===== src/rtl/core/tsp_pkg.sv =====
// ----------------------------------------------------------------------------
// tsp_pkg
// Shared types and constants of the takeoff sequencer with PID throttle.
// ----------------------------------------------------------------------------
package tsp_pkg;

    localparam logic [1:0] OP_START  = 2'd0;
    localparam logic [1:0] OP_UPDATE = 2'd1;
    localparam logic [1:0] OP_ABORT  = 2'd2;

    localparam logic [2:0] PH_IDLE     = 3'd0;
    localparam logic [2:0] PH_ARMCHECK = 3'd1;
    localparam logic [2:0] PH_CLIMB    = 3'd2;
    localparam logic [2:0] PH_STAB     = 3'd3;
    localparam logic [2:0] PH_COMPLETE = 3'd4;
    localparam logic [2:0] PH_ABORTED  = 3'd5;

    localparam logic [10:0] NEUTRAL_PWM  = 11'd1500;
    localparam int          ADJ_LIMIT    = 300;
    localparam logic [4:0]  NUM_CHANNELS = 5'd18;

    localparam logic [2:0] REG_TIMEOUT  = 3'd0;
    localparam logic [2:0] REG_STAB     = 3'd1;
    localparam logic [2:0] REG_GAIN_P   = 3'd2;
    localparam logic [2:0] REG_GAIN_I   = 3'd3;
    localparam logic [2:0] REG_GAIN_D   = 3'd4;
    localparam logic [2:0] REG_DEADBAND = 3'd5;
    localparam logic [2:0] REG_CHANNEL  = 3'd6;

    // reciprocals ceil(2^k/d); exact quotients for |x| < 2^48 (d = 10)
    // and |x| < 2^61 (d = 10^7)
    localparam logic signed [63:0] RCP10_M   = 64'sd450359962737050;
    localparam int                 RCP10_SH  = 52;
    localparam logic signed [63:0] RCP1E7_M  = 64'sd3868562622766813360;
    localparam int                 RCP1E7_SH = 85;

    // PID micro-steps, one pass of the shared mul/div unit each
    localparam logic [3:0] ST_EDT   = 4'd0;
    localparam logic [3:0] ST_PMUL  = 4'd1;
    localparam logic [3:0] ST_PDIV  = 4'd2;
    localparam logic [3:0] ST_IDIV  = 4'd3;
    localparam logic [3:0] ST_IREM  = 4'd4;
    localparam logic [3:0] ST_IMUL1 = 4'd5;
    localparam logic [3:0] ST_IMUL2 = 4'd6;
    localparam logic [3:0] ST_IDIV2 = 4'd7;
    localparam logic [3:0] ST_DMUL1 = 4'd8;
    localparam logic [3:0] ST_DMUL2 = 4'd9;
    localparam logic [3:0] ST_DDIV  = 4'd10;
    localparam logic [3:0] ST_LAST  = ST_DDIV;

    localparam logic MD_MUL = 1'b0;
    localparam logic MD_DIV = 1'b1;

    typedef struct packed {
        logic [31:0]        phase_limit_ms;
        logic [31:0]        stabilize_ms;
        logic signed [23:0] gain_p;
        logic signed [23:0] gain_i;
        logic signed [23:0] gain_d;
        logic [15:0]        deadband_mm;
        logic [4:0]         throttle_channel;
    } tsp_cfg_t;

    typedef struct packed {
        logic       load_in;
        logic       decide;
        logic       start;
        logic       store;
        logic       finish;
        logic       out_load;
        logic [3:0] step;
    } tsp_cmd_t;

    typedef struct packed {
        logic pid_go;
        logic unit_done;
    } tsp_stat_t;

endpackage


===== src/rtl/core/tsp_regs.sv =====
// ----------------------------------------------------------------------------
// tsp_regs
// APB configuration registers.
// ----------------------------------------------------------------------------
module tsp_regs
(
    input  logic              clk,
    input  logic              rst_n,
    input  logic              psel,
    input  logic              penable,
    input  logic              pwrite,
    input  logic [4:0]        paddr,
    input  logic [31:0]       pwdata,
    output logic [31:0]       prdata,
    output logic              pready,
    output tsp_pkg::tsp_cfg_t cfg
);

    tsp_pkg::tsp_cfg_t cfg_reg;
    logic              wr_en;

    assign wr_en  = psel & penable & pwrite;
    assign pready = 1'b1;
    assign cfg    = cfg_reg;

    always_ff @(posedge clk or negedge rst_n)
    begin
        if (!rst_n)
        begin
            cfg_reg.phase_limit_ms   <= 32'd30000;
            cfg_reg.stabilize_ms     <= 32'd2000;
            cfg_reg.gain_p           <= 24'sd32768;
            cfg_reg.gain_i           <= 24'sd0;
            cfg_reg.gain_d           <= 24'sd0;
            cfg_reg.deadband_mm      <= 16'd500;
            cfg_reg.throttle_channel <= 5'd2;
        end
        else if (wr_en)
        begin
            case (paddr[4:2])
                tsp_pkg::REG_TIMEOUT:  cfg_reg.phase_limit_ms   <= pwdata;
                tsp_pkg::REG_STAB:     cfg_reg.stabilize_ms     <= pwdata;
                tsp_pkg::REG_GAIN_P:   cfg_reg.gain_p           <= pwdata[23:0];
                tsp_pkg::REG_GAIN_I:   cfg_reg.gain_i           <= pwdata[23:0];
                tsp_pkg::REG_GAIN_D:   cfg_reg.gain_d           <= pwdata[23:0];
                tsp_pkg::REG_DEADBAND: cfg_reg.deadband_mm      <= pwdata[15:0];
                tsp_pkg::REG_CHANNEL:  cfg_reg.throttle_channel <= pwdata[4:0];
                default: ;
            endcase
        end
    end

    always_comb
    begin
        case (paddr[4:2])
            tsp_pkg::REG_TIMEOUT:  prdata = cfg_reg.phase_limit_ms;
            tsp_pkg::REG_STAB:     prdata = cfg_reg.stabilize_ms;
            tsp_pkg::REG_GAIN_P:   prdata = {{8{cfg_reg.gain_p[23]}}, cfg_reg.gain_p};
            tsp_pkg::REG_GAIN_I:   prdata = {{8{cfg_reg.gain_i[23]}}, cfg_reg.gain_i};
            tsp_pkg::REG_GAIN_D:   prdata = {{8{cfg_reg.gain_d[23]}}, cfg_reg.gain_d};
            tsp_pkg::REG_DEADBAND: prdata = {16'd0, cfg_reg.deadband_mm};
            tsp_pkg::REG_CHANNEL:  prdata = {27'd0, cfg_reg.throttle_channel};
            default:               prdata = 32'd0;
        endcase
    end

endmodule


===== config.mk =====
export PLATFORM = sky130hd
export DESIGN_NAME = tsp_regs
export DESIGN_NICKNAME = d
export VERILOG_FILES = /design/src/rtl/core/tsp_pkg.sv /design/src/rtl/core/tsp_regs.sv
export SDC_FILE = /design/constraint.sdc
export NUM_CORES = 1
export LEC_CHECK = 0
export BUFFER_PORTS_ARGS = -buffer_cell sky130_fd_sc_hd__buf_2
export CORE_MARGIN = 2
export CORE_UTILIZATION = 50
export CTS_BUF_LIST = sky130_fd_sc_hd__clkbuf_4
export DETAILED_ROUTE_END_ITERATION = 12
export PLACE_DENSITY = 0.78
export SLEW_MARGIN = 20
export SYNTH_ARGS = -nofsm -noshare
export SYNTH_HDL_FRONTEND = slang
export SYNTH_SLANG_ARGS = --single-unit

===== constraint.sdc =====
create_clock -name clk -period 3.8 [get_ports clk]
set_input_delay 0.76 -clock clk [delete_from_list [all_inputs] [get_ports clk]]
set_output_delay 0.76 -clock clk [all_outputs]
set_load 0.1 [all_outputs]

==> results.toml <==
[sta]
period_minus_slack_ns = 3.30
final-hold-violation-count = 0
drv_slew = 0
finalCritPeriodShare_pct = 86.9
max_freq_mhz = 303
grt_setup_unrepaired = "false"
setup_ws_ns = 0.499
fin_skew_ns = 0
tightest_slew_ns = 0.755
setup_tns_ns = 0
whs_ns = 0.164
finalSetupViolCount = 0
slew_headroom_pct = 49.7

[finish]
mostFrequentLayoutCell = "buf_2"
largest_register_ffs = 157
fin_nets = 793
final_cell_mix = "202 x buf_2, 136 x dfrtp_1, 129 x mux2_2"
layout-drive-gt1-share_pct = 57.9
multi_input_area_um2 = 3190
seq_area_um2 = 3960
n_fill_cell = 1090
final_core_util_pct = 65.0
syn_to_final_growth_pct = 27.4
stdcell_count = 951

[drt]
routed_wl_mm = 20.1
wl_per_cell_um = 21.2
drt_first_pass_iters = 4
num_vias = 5387
remaining_drc_errors = 0
drt_iter0_markers = 240
vias_per_cell = 5.66
ant_nets = 0

[clock_network]
cts.path.max_buffers = 2
clock_latency_ns = 0.55
ctsHoldBuffers = 0
clk_transition_reported_paths_ns = 0.12
cts_tree = "built"
htree_levels = 4
cts_setup_buffers = 0
cts_made_buffers = 17
root_buffer = "clkbuf_4"
cts_sinks = 157
cts_resized = 0

[floorplanning]
num_rows = 44
fp.dieArea_um2 = 15800
die_w_um = 126
start_util_pct = 51.1
io-pin-count = 232
coreArea_um2 = 14500
die_h_um = 126

[power_and_ir_drop]
net-switching-power_w = 0.00417
powerDensity_nw_per_um2 = 795
intPower_w = 0.00332
leakage_nw = 4.67
sw_frac_of_total_pct = 55.7
power.share.combinational_pct = 54.5
ir_worst_vdd_mv = 0.612
pwr-share-clk_pct = 15.0
p_seq_share_pct = 30.6

[place]
placed_cells = 916
portBuffers = 228
pre_cts_ws_ns = 0.507
dpl.hpwl_mm = 14.1
gp_congestion = 0.819

[setup_path]
path_cells = "buf_2, buf_4, buf_4, mux2i_1, o21ai_0, a221o_1, buf_12"
cp_max_fo = 24
critPathCaptureType = "primary output"
slowest_delay_ns = 0.40
worst_path_max_delay_cell = "buf_2"
path_buf_inv = 4
cpLargestDelayFamily = "buffers and inverters"
start_kind = "primary input"
worst_ep_required_time_ns = 3.04
cp_data_arrival_time_ns = 2.54
critPathKind = "in2out"
cp_common_cell = "buf_4"

[grt]
use_met2_pct = 42.5
overflow = 0
grt_max_degree = 73
met1_usage_pct = 32.1
top_usage_layer = "met2"
grt_pass1_wl_mm = 31.4
antenna_found_initial = 4
grt_usage_pct = 25.7
grt_pass1_vias = 5661
global_route.usage.met3_pct = 6.76

[synthesis]
synth_cells = 520
yosysWarnings = 0
synth-seq-cells = 157
synthesis.area_um2 = 7390
synth_top_cell_by_area = "dfrtp_1"
syn_nets = 562
ys_seq_area_share_pct = 53.5
avgSynthCellArea_um2 = 14.2
yosysTopAreaCellShare_pct = 46.0
yosysUniqueCellTypes = 36
yosys-top-cells-area = "dfrtp_1 46%, mux2_2 20%, mux2i_1 8.3%"

[min_path]
hp-class = "in2async"

[job]
drv_cap = 0

[outcome]
outcome = "finished clean"
layout make-up:
cell class | count | area share (%)
Sequential cell | 157 | 42.0
Multi-Input combinational cell | 326 | 33.9
Timing Repair Buffer | 248 | 18.2
Tap cell | 184 | 2.45
Clock inverter | 12 | 1.79
Clock buffer | 20 | 1.59
Antenna cell | 3 | 0.0797
Inverter | 1 | 0.0399
cells in the mapped netlist, drive strengths merged:
cell,count
nand4b,1
or2,2
a221o,3
a211oi,4
nand2,4
a221oi,2
nand3b,12
mux2i,61
a31oi,1
nor2b,2
dfstp,21
conb,1
o221a,2
clkbuf,5
nor3b,1
a21boi,3
nor2,7
o211ai,2
inv,1
o21a,7
dfrtp,136
o32a,2
o21ai,35
o22a,7
nand4,1
buf,31
nand2b,2
a2bb2oi,1
mux2,163
logic make-up (layout without fill, tap and decap cells):
logic type / count (synthesis) / in the layout / share of synthesized area (%)
AOI/OAI and AO/OA: 69 / 69 / 6.33
buffers and inverters: 37 / 281 / 3.59
DFF: 157 / 157 / 53.5
muxes: 224 / 224 / 33.1
other: 1 / 4 / 0.0507
and+or+nand+nor: 32 / 32 / 3.44
power by group through the flow:
stage	Combinational, W	Sequential, W	Clock (W)
floorplan	0.000912	0.00469	0
detailed placement	0.00409	0.00232	0
CTS	0.00409	0.00228	0.00114
finish	0.00408	0.00229	0.00112
global placement	0.00405	0.00228	0
global route	0.00418	0.00233	0.00121
per-layer routing:
layer  wire (um)  part of all wire [%]
met5          13                 0.065
met4         587                   2.9
met3        1280                   6.3
met2       10000                    50
met1        8260                    41
per-stage QoR:
step	area, um2	power, W
floorplan	7400	0.00560
global placement	9090	0.00633
detailed placement	9090	0.00640
CTS	9410	0.00752
global route	9410	0.00772
finish	9410	0.00749
path summary, 6_finish.rpt:
check	to	cells after the start	slack, ns	from
worst max-delay path	prdata[4]	7	0.50	paddr[3]
worst min-delay path	cfg[56]	1	0.16	rst_n
worst max register to register	cfg[43]	1	2.98	cfg[43]
worst min register to register	cfg[155]	1	0.53	cfg[155]
max in group asynchronous	cfg[7]	2	2.79	rst_n
min in group clk	cfg[154]	2	0.42	pwdata[29]
Power figures use the tool's default switching activity.
