## config.mk

```make
export PLATFORM = sky130hd
export DESIGN_NAME = tsp_ctrl
export DESIGN_NICKNAME = d
export VERILOG_FILES = /design/src/rtl/core/tsp_pkg.sv /design/src/rtl/core/tsp_ctrl.sv
export SDC_FILE = /design/constraint.sdc
export NUM_CORES = 1
export LEC_CHECK = 0
export BUFFER_PORTS_ARGS = -buffer_cell sky130_fd_sc_hd__clkbuf_2
export CORE_AREA = 3 3 40 42
export CTS_BUF_LIST = sky130_fd_sc_hd__clkbuf_2 sky130_fd_sc_hd__clkbuf_4 sky130_fd_sc_hd__clkbuf_8
export DETAILED_ROUTE_END_ITERATION = 12
export DIE_AREA = 0 0 43 45
export PLACE_DENSITY = 0.7
export SYNTH_ARGS = -nofsm -noshare
export SYNTH_HDL_FRONTEND = slang
export SYNTH_SLANG_ARGS = --single-unit
```

## constraint.sdc

```tcl
create_clock -name clk -period 3.7 [get_ports clk]
set_clock_uncertainty 0.1 [all_clocks]
set_input_delay 0.74 -clock clk [delete_from_list [all_inputs] [get_ports clk]]
set_output_delay 0.74 -clock clk [all_outputs]
set_load 0.005 [all_outputs]
```

## src/rtl/core/tsp_pkg.sv

```systemverilog
// ----------------------------------------------------------------------------
// tsp_pkg
// Shared types and constants of the takeoff sequencer with PID throttle.
// ----------------------------------------------------------------------------
package tsp_pkg;

    localparam logic [1:0] OP_START  = 2'd0;
    localparam logic [1:0] OP_UPDATE = 2'd1;
    localparam logic [1:0] OP_ABORT  = 2'd2;

    localparam logic [2:0] PH_IDLE     = 3'd0;
    localparam logic [2:0] PH_ARMCHECK = 3'd1;
    localparam logic [2:0] PH_CLIMB    = 3'd2;
    localparam logic [2:0] PH_STAB     = 3'd3;
    localparam logic [2:0] PH_COMPLETE = 3'd4;
    localparam logic [2:0] PH_ABORTED  = 3'd5;

    localparam logic [10:0] NEUTRAL_PWM  = 11'd1500;
    localparam int          ADJ_LIMIT    = 300;
    localparam logic [4:0]  NUM_CHANNELS = 5'd18;

    localparam logic [2:0] REG_TIMEOUT  = 3'd0;
    localparam logic [2:0] REG_STAB     = 3'd1;
    localparam logic [2:0] REG_GAIN_P   = 3'd2;
    localparam logic [2:0] REG_GAIN_I   = 3'd3;
    localparam logic [2:0] REG_GAIN_D   = 3'd4;
    localparam logic [2:0] REG_DEADBAND = 3'd5;
    localparam logic [2:0] REG_CHANNEL  = 3'd6;

    // reciprocals ceil(2^k/d); exact quotients for |x| < 2^48 (d = 10)
    // and |x| < 2^61 (d = 10^7)
    localparam logic signed [63:0] RCP10_M   = 64'sd450359962737050;
    localparam int                 RCP10_SH  = 52;
    localparam logic signed [63:0] RCP1E7_M  = 64'sd3868562622766813360;
    localparam int                 RCP1E7_SH = 85;

    // PID micro-steps, one pass of the shared mul/div unit each
    localparam logic [3:0] ST_EDT   = 4'd0;
    localparam logic [3:0] ST_PMUL  = 4'd1;
    localparam logic [3:0] ST_PDIV  = 4'd2;
    localparam logic [3:0] ST_IDIV  = 4'd3;
    localparam logic [3:0] ST_IREM  = 4'd4;
    localparam logic [3:0] ST_IMUL1 = 4'd5;
    localparam logic [3:0] ST_IMUL2 = 4'd6;
    localparam logic [3:0] ST_IDIV2 = 4'd7;
    localparam logic [3:0] ST_DMUL1 = 4'd8;
    localparam logic [3:0] ST_DMUL2 = 4'd9;
    localparam logic [3:0] ST_DDIV  = 4'd10;
    localparam logic [3:0] ST_LAST  = ST_DDIV;

    localparam logic MD_MUL = 1'b0;
    localparam logic MD_DIV = 1'b1;

    typedef struct packed {
        logic [31:0]        phase_limit_ms;
        logic [31:0]        stabilize_ms;
        logic signed [23:0] gain_p;
        logic signed [23:0] gain_i;
        logic signed [23:0] gain_d;
        logic [15:0]        deadband_mm;
        logic [4:0]         throttle_channel;
    } tsp_cfg_t;

    typedef struct packed {
        logic       load_in;
        logic       decide;
        logic       start;
        logic       store;
        logic       finish;
        logic       out_load;
        logic [3:0] step;
    } tsp_cmd_t;

    typedef struct packed {
        logic pid_go;
        logic unit_done;
    } tsp_stat_t;

endpackage

```

## src/rtl/core/tsp_ctrl.sv

```systemverilog
// ----------------------------------------------------------------------------
// tsp_ctrl
// Controller: input/output handshakes and the PID step sequence.
// ----------------------------------------------------------------------------
module tsp_ctrl
(
    input  logic               clk,
    input  logic               rst_n,
    input  logic               s_tvalid,
    output logic               s_tready,
    output logic               m_tvalid,
    input  logic               m_tready,
    input  tsp_pkg::tsp_stat_t stat,
    output tsp_pkg::tsp_cmd_t  cmd
);

    localparam logic [2:0] S_IDLE   = 3'd0;
    localparam logic [2:0] S_DECIDE = 3'd1;
    localparam logic [2:0] S_ISSUE  = 3'd2;
    localparam logic [2:0] S_RUN    = 3'd3;
    localparam logic [2:0] S_FINAL  = 3'd4;
    localparam logic [2:0] S_DONE   = 3'd5;

    logic [2:0] state_reg;
    logic [2:0] state_next;
    logic [3:0] step_reg;
    logic [3:0] step_next;
    logic       mvalid_reg;
    logic       mvalid_next;

    always_comb
    begin
        state_next   = state_reg;
        step_next    = step_reg;
        cmd.load_in  = 1'b0;
        cmd.decide   = 1'b0;
        cmd.start    = 1'b0;
        cmd.store    = 1'b0;
        cmd.finish   = 1'b0;
        cmd.out_load = 1'b0;
        cmd.step     = step_reg;
        case (state_reg)
            S_IDLE:
            begin
                if (s_tvalid)
                begin
                    cmd.load_in = 1'b1;
                    state_next  = S_DECIDE;
                end
            end
            S_DECIDE:
            begin
                cmd.decide = 1'b1;
                step_next  = tsp_pkg::ST_EDT;
                state_next = stat.pid_go ? S_ISSUE : S_DONE;
            end
            S_ISSUE:
            begin
                cmd.start  = 1'b1;
                state_next = S_RUN;
            end
            S_RUN:
            begin
                if (stat.unit_done)
                begin
                    cmd.store = 1'b1;
                    if (step_reg == tsp_pkg::ST_LAST)
                    begin
                        state_next = S_FINAL;
                    end
                    else
                    begin
                        step_next  = step_reg + 4'd1;
                        state_next = S_ISSUE;
                    end
                end
            end
            S_FINAL:
            begin
                cmd.finish = 1'b1;
                state_next = S_DONE;
            end
            S_DONE:
            begin
                if (!mvalid_reg || m_tready)
                begin
                    cmd.out_load = 1'b1;
                    state_next   = S_IDLE;
                end
            end
            default: state_next = S_IDLE;
        endcase
    end

    always_comb
    begin
        mvalid_next = mvalid_reg;
        if (cmd.out_load)
        begin
            mvalid_next = 1'b1;
        end
        else if (m_tready)
        begin
            mvalid_next = 1'b0;
        end
    end

    always_ff @(posedge clk or negedge rst_n)
    begin
        if (!rst_n)
        begin
            state_reg  <= S_IDLE;
            step_reg   <= tsp_pkg::ST_EDT;
            mvalid_reg <= 1'b0;
        end
        else
        begin
            state_reg  <= state_next;
            step_reg   <= step_next;
            mvalid_reg <= mvalid_next;
        end
    end

    assign s_tready = state_reg == S_IDLE;
    assign m_tvalid = mvalid_reg;

endmodule

```

==> flow_summary.yaml, run 1 <==
yosys:
  postSynthCellCount: 67
  synthesis.nets: 75
  yosysWarnings: 0
  netlist_area_um2: 581
  postSynthRegisterBits: 8
  postSynthAreaPerCell_um2: 8.67
  synth_cell_types: 29
  seq_area_frac_synth_pct: 34.5
clocking:
  htree_levels: 1
  postCtsSetupBuffers: 0
  hold_buffers: 0
  tritoncts: "done"
  clkTransAtPathRegs_ns: 0.05
  post_cts_resized: 0
  clock_sinks: 8
  clockBufferDepth: 2
  clkLatencyLatePin_ns: 0.25
  cts_buffers: 3
  cts_root_buf: "clkbuf_4"
placed_design:
  place_congestion: 0.771
  io_buffer_count: 17
  dp_hpwl_um: 869
  post-place-ws_ns: 1.61
floorplanning:
  core_um2: 1280
  placementRows: 13
  die_w_um: 43
  ios: 18
  die_h_um: 45
  start_util_pct: 45.2
  die_area_um2: 1940
sta:
  max_clock_freq_mhz: 435
  tightest_slew_ns: 0.564
  slew_violations: 0
  fin_tns_setup_ns: 0
  max_slew_margin_pct: 62.4
  worst_slack_ns: 1.40
  hold_viol_final: 0
  finalCritPeriodShare_pct: 62.2
  rsz0062_at_grt: "no"
  min_period_ns: 2.30
  finalSetupViolCount: 0
layout:
  postLayoutCoreUtil_pct: 52.3
  largest_reg_flops: 4
  mostFrequentLayoutCell: "clkbuf_2"
  most-common-layout-cells: "clkbuf_2 (17), dfrtp_1 (8), nand2_1 (7)"
  drive_gt1_share_pct: 27.2
  diodes: 0
  syn2layout_area_growth_pct: 15.7
  layout.nets: 91
critical_path:
  critical_path_class: "reg2out"
  endpoint_kind: "output pin"
  path_max_fanout: 21
  cp.required_ns: 2.86
  critPathLaunchType: "register"
  crit_start: "state_reg[1]"
  reg2regPathDepth: 5
  r2r-start: "step_reg[0]"
  arrival_ns: 1.46
global_route:
  grt_pass1_vias: 472
  grt_max_degree: 22
  grt_usage_pct: 14.1
  antenna_found_initial: 0
  grt_first_pass_wirelength_mm: 1.97
  grt_overflow: 0
worst_hold_path:
  hold_class: "in2async"
power:
  vdd_drop_max_mv: 0.295
  power.density_nw_per_um2: 749
  p_leak_nw: 0.324
route:
  ant_nets: 0
  drt_iter0_drc: 8
  wire_per_inst_um: 12.6
  via_count: 533
  viasPerCell: 5.55
  drc_errors: 0
  firstDrtPassIters: 5
  wl_mm: 1.21
status:
  outcome: "completed"
flow_run:
  maxCapViolCount: 0
cell type report:
cell class	instances	area [µm²]
multi-input combinational	52	342
fill	134	613
inverter	1	3.75
timing repair buffer	17	85.1
sequential	8	200
clock buffer	3	22.5
tap	15	18.8
kinds of logic after synthesis:
kind of cell | share of synthesized area (%)
mux | 3.88
compound gates | 16.6
buf+inv | 6.68
fa+ha+maj | 4.31
flops | 34.5
simple gates | 34.1
critical path: stages (launching register included):
cell      delay, ns
dfrtp_1        0.70
and3b_1        0.28
and2_1         0.13
clkbuf_2       0.10
worst paths after layout:
path / slack, ns / to
worst max-delay path: 1.40 / cmd[6]
min in group clk: 0.44 / m_tvalid
max in group asynchronous: 3.09 / state_reg[0]
worst min register to register: 0.44 / m_tvalid
worst min-delay path: 0.23 / step_reg[2]
worst max register to register: 2.05 / step_reg[2]
layer usage:
layer  GRT usage [%]  up-vias  wire length, µm
met4            10.8        0               16
li1                -      273                -
met1            17.4      241              537
met2            22.8       17              591
met5               0        -                0
met3            1.20        2               66
power by group:
group	switching [mW]	internal (mW)
Clock	0.0280	0.0370
Combinational	0.0990	0.128
Sequential	0.0885	0.123
metrics by stage:
stage | hold WS (ns) | area, µm² | std cells | total power, mW
after floorplan | 0.344 | 581 | 67 | 0.374
after global placement | 0.423 | 649 | 93 | 0.437
after detailed placement | 0.432 | 649 | 93 | 0.441
after CTS | 0.220 | 672 | 96 | 0.511
after global routing | 0.225 | 672 | 96 | 0.552
final | 0.226 | 672 | 96 | 0.503
synth_stat cells (all sizes together):
master  number  area [µm²]
or4          1        7.51
o32ai        1        8.76
nor3         2        10.0
nand4        1        6.26
a221o        1        10.0
a311o        1        10.0
o21ai        3        15.0
and2         3        18.8
a211oi       1        7.51
buf          5        30.0
nand3        2        10.0
a221oi       1        8.76
nor4         1        6.26
inv          1        3.75
mux2         2        22.5
nand2        7        26.3
a21o         1        7.51
dfrtp        8         200
and3b        2        17.5
a21oi        4        20.0
nor3b        4        30.0
nor2b        2        12.5
nand3b       3        22.5
nor2         3        11.3
nand2b       3        18.8
clkbuf       1        5.00
a22o         1        8.76
ha           2        25.0
No activity file was read; power rests on OpenSTA's default activity.
==> run 2, diff against run 1 <==
- clock period: 3.7 -> 2.2 ns (I/O delays scaled with it)
==> flow_summary.yaml, run 2 (synthesis results as in run 1) <==
sta:
  min_period_ns: 1.97
  fin_tns_setup_ns: 0
  tightest_slew_ns: 0.545
  finalSetupViolCount: 0
  hold_viol_final: 0
  rsz0062_at_grt: "no"
  finalHoldWorstSlack_ns: 0.374
  max_slew_margin_pct: 63.6
  finalCritPeriodShare_pct: 89.7
  max_clock_freq_mhz: 507
  worst_slack_ns: 0.226
  slew_violations: 0
clocking:
  clkLatencyLatePin_ns: 0.24
  clkTransAtPathRegs_ns: 0.05
  tritoncts: "done"
  postCtsSetupBuffers: 0
  cts_root_buf: "clkbuf_4"
  clockBufferDepth: 2
  clock_sinks: 8
  cts_buffers: 3
  htree_levels: 1
route:
  ant_nets: 0
  drc_errors: 0
  wire_per_inst_um: 12.6
  viasPerCell: 5.53
  via_count: 536
  firstDrtPassIters: 4
  drt_iter0_drc: 12
  wl_mm: 1.23
global_route:
  grt_max_degree: 22
  grt_usage_pct: 14.2
  grt_first_pass_wirelength_mm: 2.07
  antenna_found_initial: 0
  grt_overflow: 0
  grt_pass1_vias: 465
floorplanning:
  die_w_um: 43
  core_um2: 1280
  ios: 18
  die_h_um: 45
  die_area_um2: 1940
  placementRows: 13
  start_util_pct: 45.2
critical_path:
  crit_cells: 3
  crit_buf_inv: 1
  cp_top_family: "flip-flops"
  rrSetupSlack_ns: 0.55
  path_max_fanout: 21
  endpoint_kind: "output pin"
  reg2regPathDepth: 5
  cp.required_ns: 1.66
  endpoint: "cmd[6]"
  crit_start: "state_reg[1]"
  critical_path_class: "reg2out"
  arrival_ns: 1.43
  cp_cell_sequence: "and3b_1 > and2_1 > clkbuf_2"
  r2r-start: "step_reg[0]"
  r2r_end: "step_reg[2]"
  max_stage_delay_ns: 0.68
  cpMaxStageDelayCell: "dfrtp_1"
  critPathLaunchType: "register"
placed_design:
  post-place-ws_ns: 0.493
  io_buffer_count: 17
  dp_hpwl_um: 898
  place_congestion: 0.720
layout:
  drive_gt1_share_pct: 26.8
  mostFrequentLayoutCell: "clkbuf_2"
  diodes: 0
  most-common-layout-cells: "clkbuf_2 (17), dfrtp_1 (8), nand2_1 (7)"
  layout.nets: 92
  syn2layout_area_growth_pct: 17.5
  largest_reg_flops: 4
power:
  power.density_nw_per_um2: 1240
  vdd_drop_max_mv: 0.662
  p_leak_nw: 0.328
flow_run:
  maxCapViolCount: 0
worst_hold_path:
  hold_class: "in2reg"
status:
  outcome: "completed"
==> run 2: worst register-to-register path, delay by kind of cell (launching register included) <==
kind / cells / cell delay [ns]
adders and majority gates: 1 / 0.21
DFF: 1 / 0.41
and+or+nand+nor: 3 / 0.77
buffers and inverters: 1 / 0.10
==> run 2: where the power goes <==
part / switching [mW] / total (mW) / internal (mW)
Clock: 0.0446 / 0.107 / 0.0621
Combinational: 0.165 / 0.381 / 0.215
Sequential: 0.150 / 0.357 / 0.207
==> run 2: worst min-delay path by stage <==
stage / slack, ns / cells after the start / to / startpoint
5_1_grt: 0.39 / 3 / state_reg[1] / stat[1]
6_report: 0.37 / 3 / state_reg[1] / stat[1]
3_3_place_gp: 0.20 / 1 / step_reg[1] / rst_n
2_1_floorplan: 0.04 / 0 / m_tvalid / rst_n
3_5_place_dp: 0.20 / 1 / step_reg[1] / rst_n
4_1_cts: 0.37 / 3 / state_reg[1] / stat[1]
==> run 2: metrics by stage <==
stage	power, mW	util (%)	cell area, µm²	std cells
CTS	0.856	53.1	682	97
global placement	0.729	50.5	649	93
global route	0.934	53.1	682	97
floorplan	0.628	-	581	67
detailed placement	0.743	50.5	649	93
finish	0.844	53.1	682	97
==> run 2: area by class of cell <==
type | count | area (µm²)
Tap cell | 15 | 18.8
Sequential cell | 8 | 200
Multi-Input combinational cell | 52 | 342
Fill cell | 121 | 603
Clock buffer | 3 | 22.5
Timing Repair Buffer | 18 | 95.1
Inverter | 1 | 3.75
==> run 2: per-layer routing <==
| layer | global-route usage (%) | part of all wire, % |
|---|---|---|
| met4 | 7.23 | 1.3 |
| met5 | 0 | 0 |
| met2 | 18.9 | 44 |
| met3 | 4.38 | 6.4 |
| met1 | 20.4 | 48 |
==> run 2: what timing repair did <==
action | in CTS | in global routing
gates resized for setup | 0 | 0
hold endpoints to repair | 8 | 0
hold buffers | 1 | 0
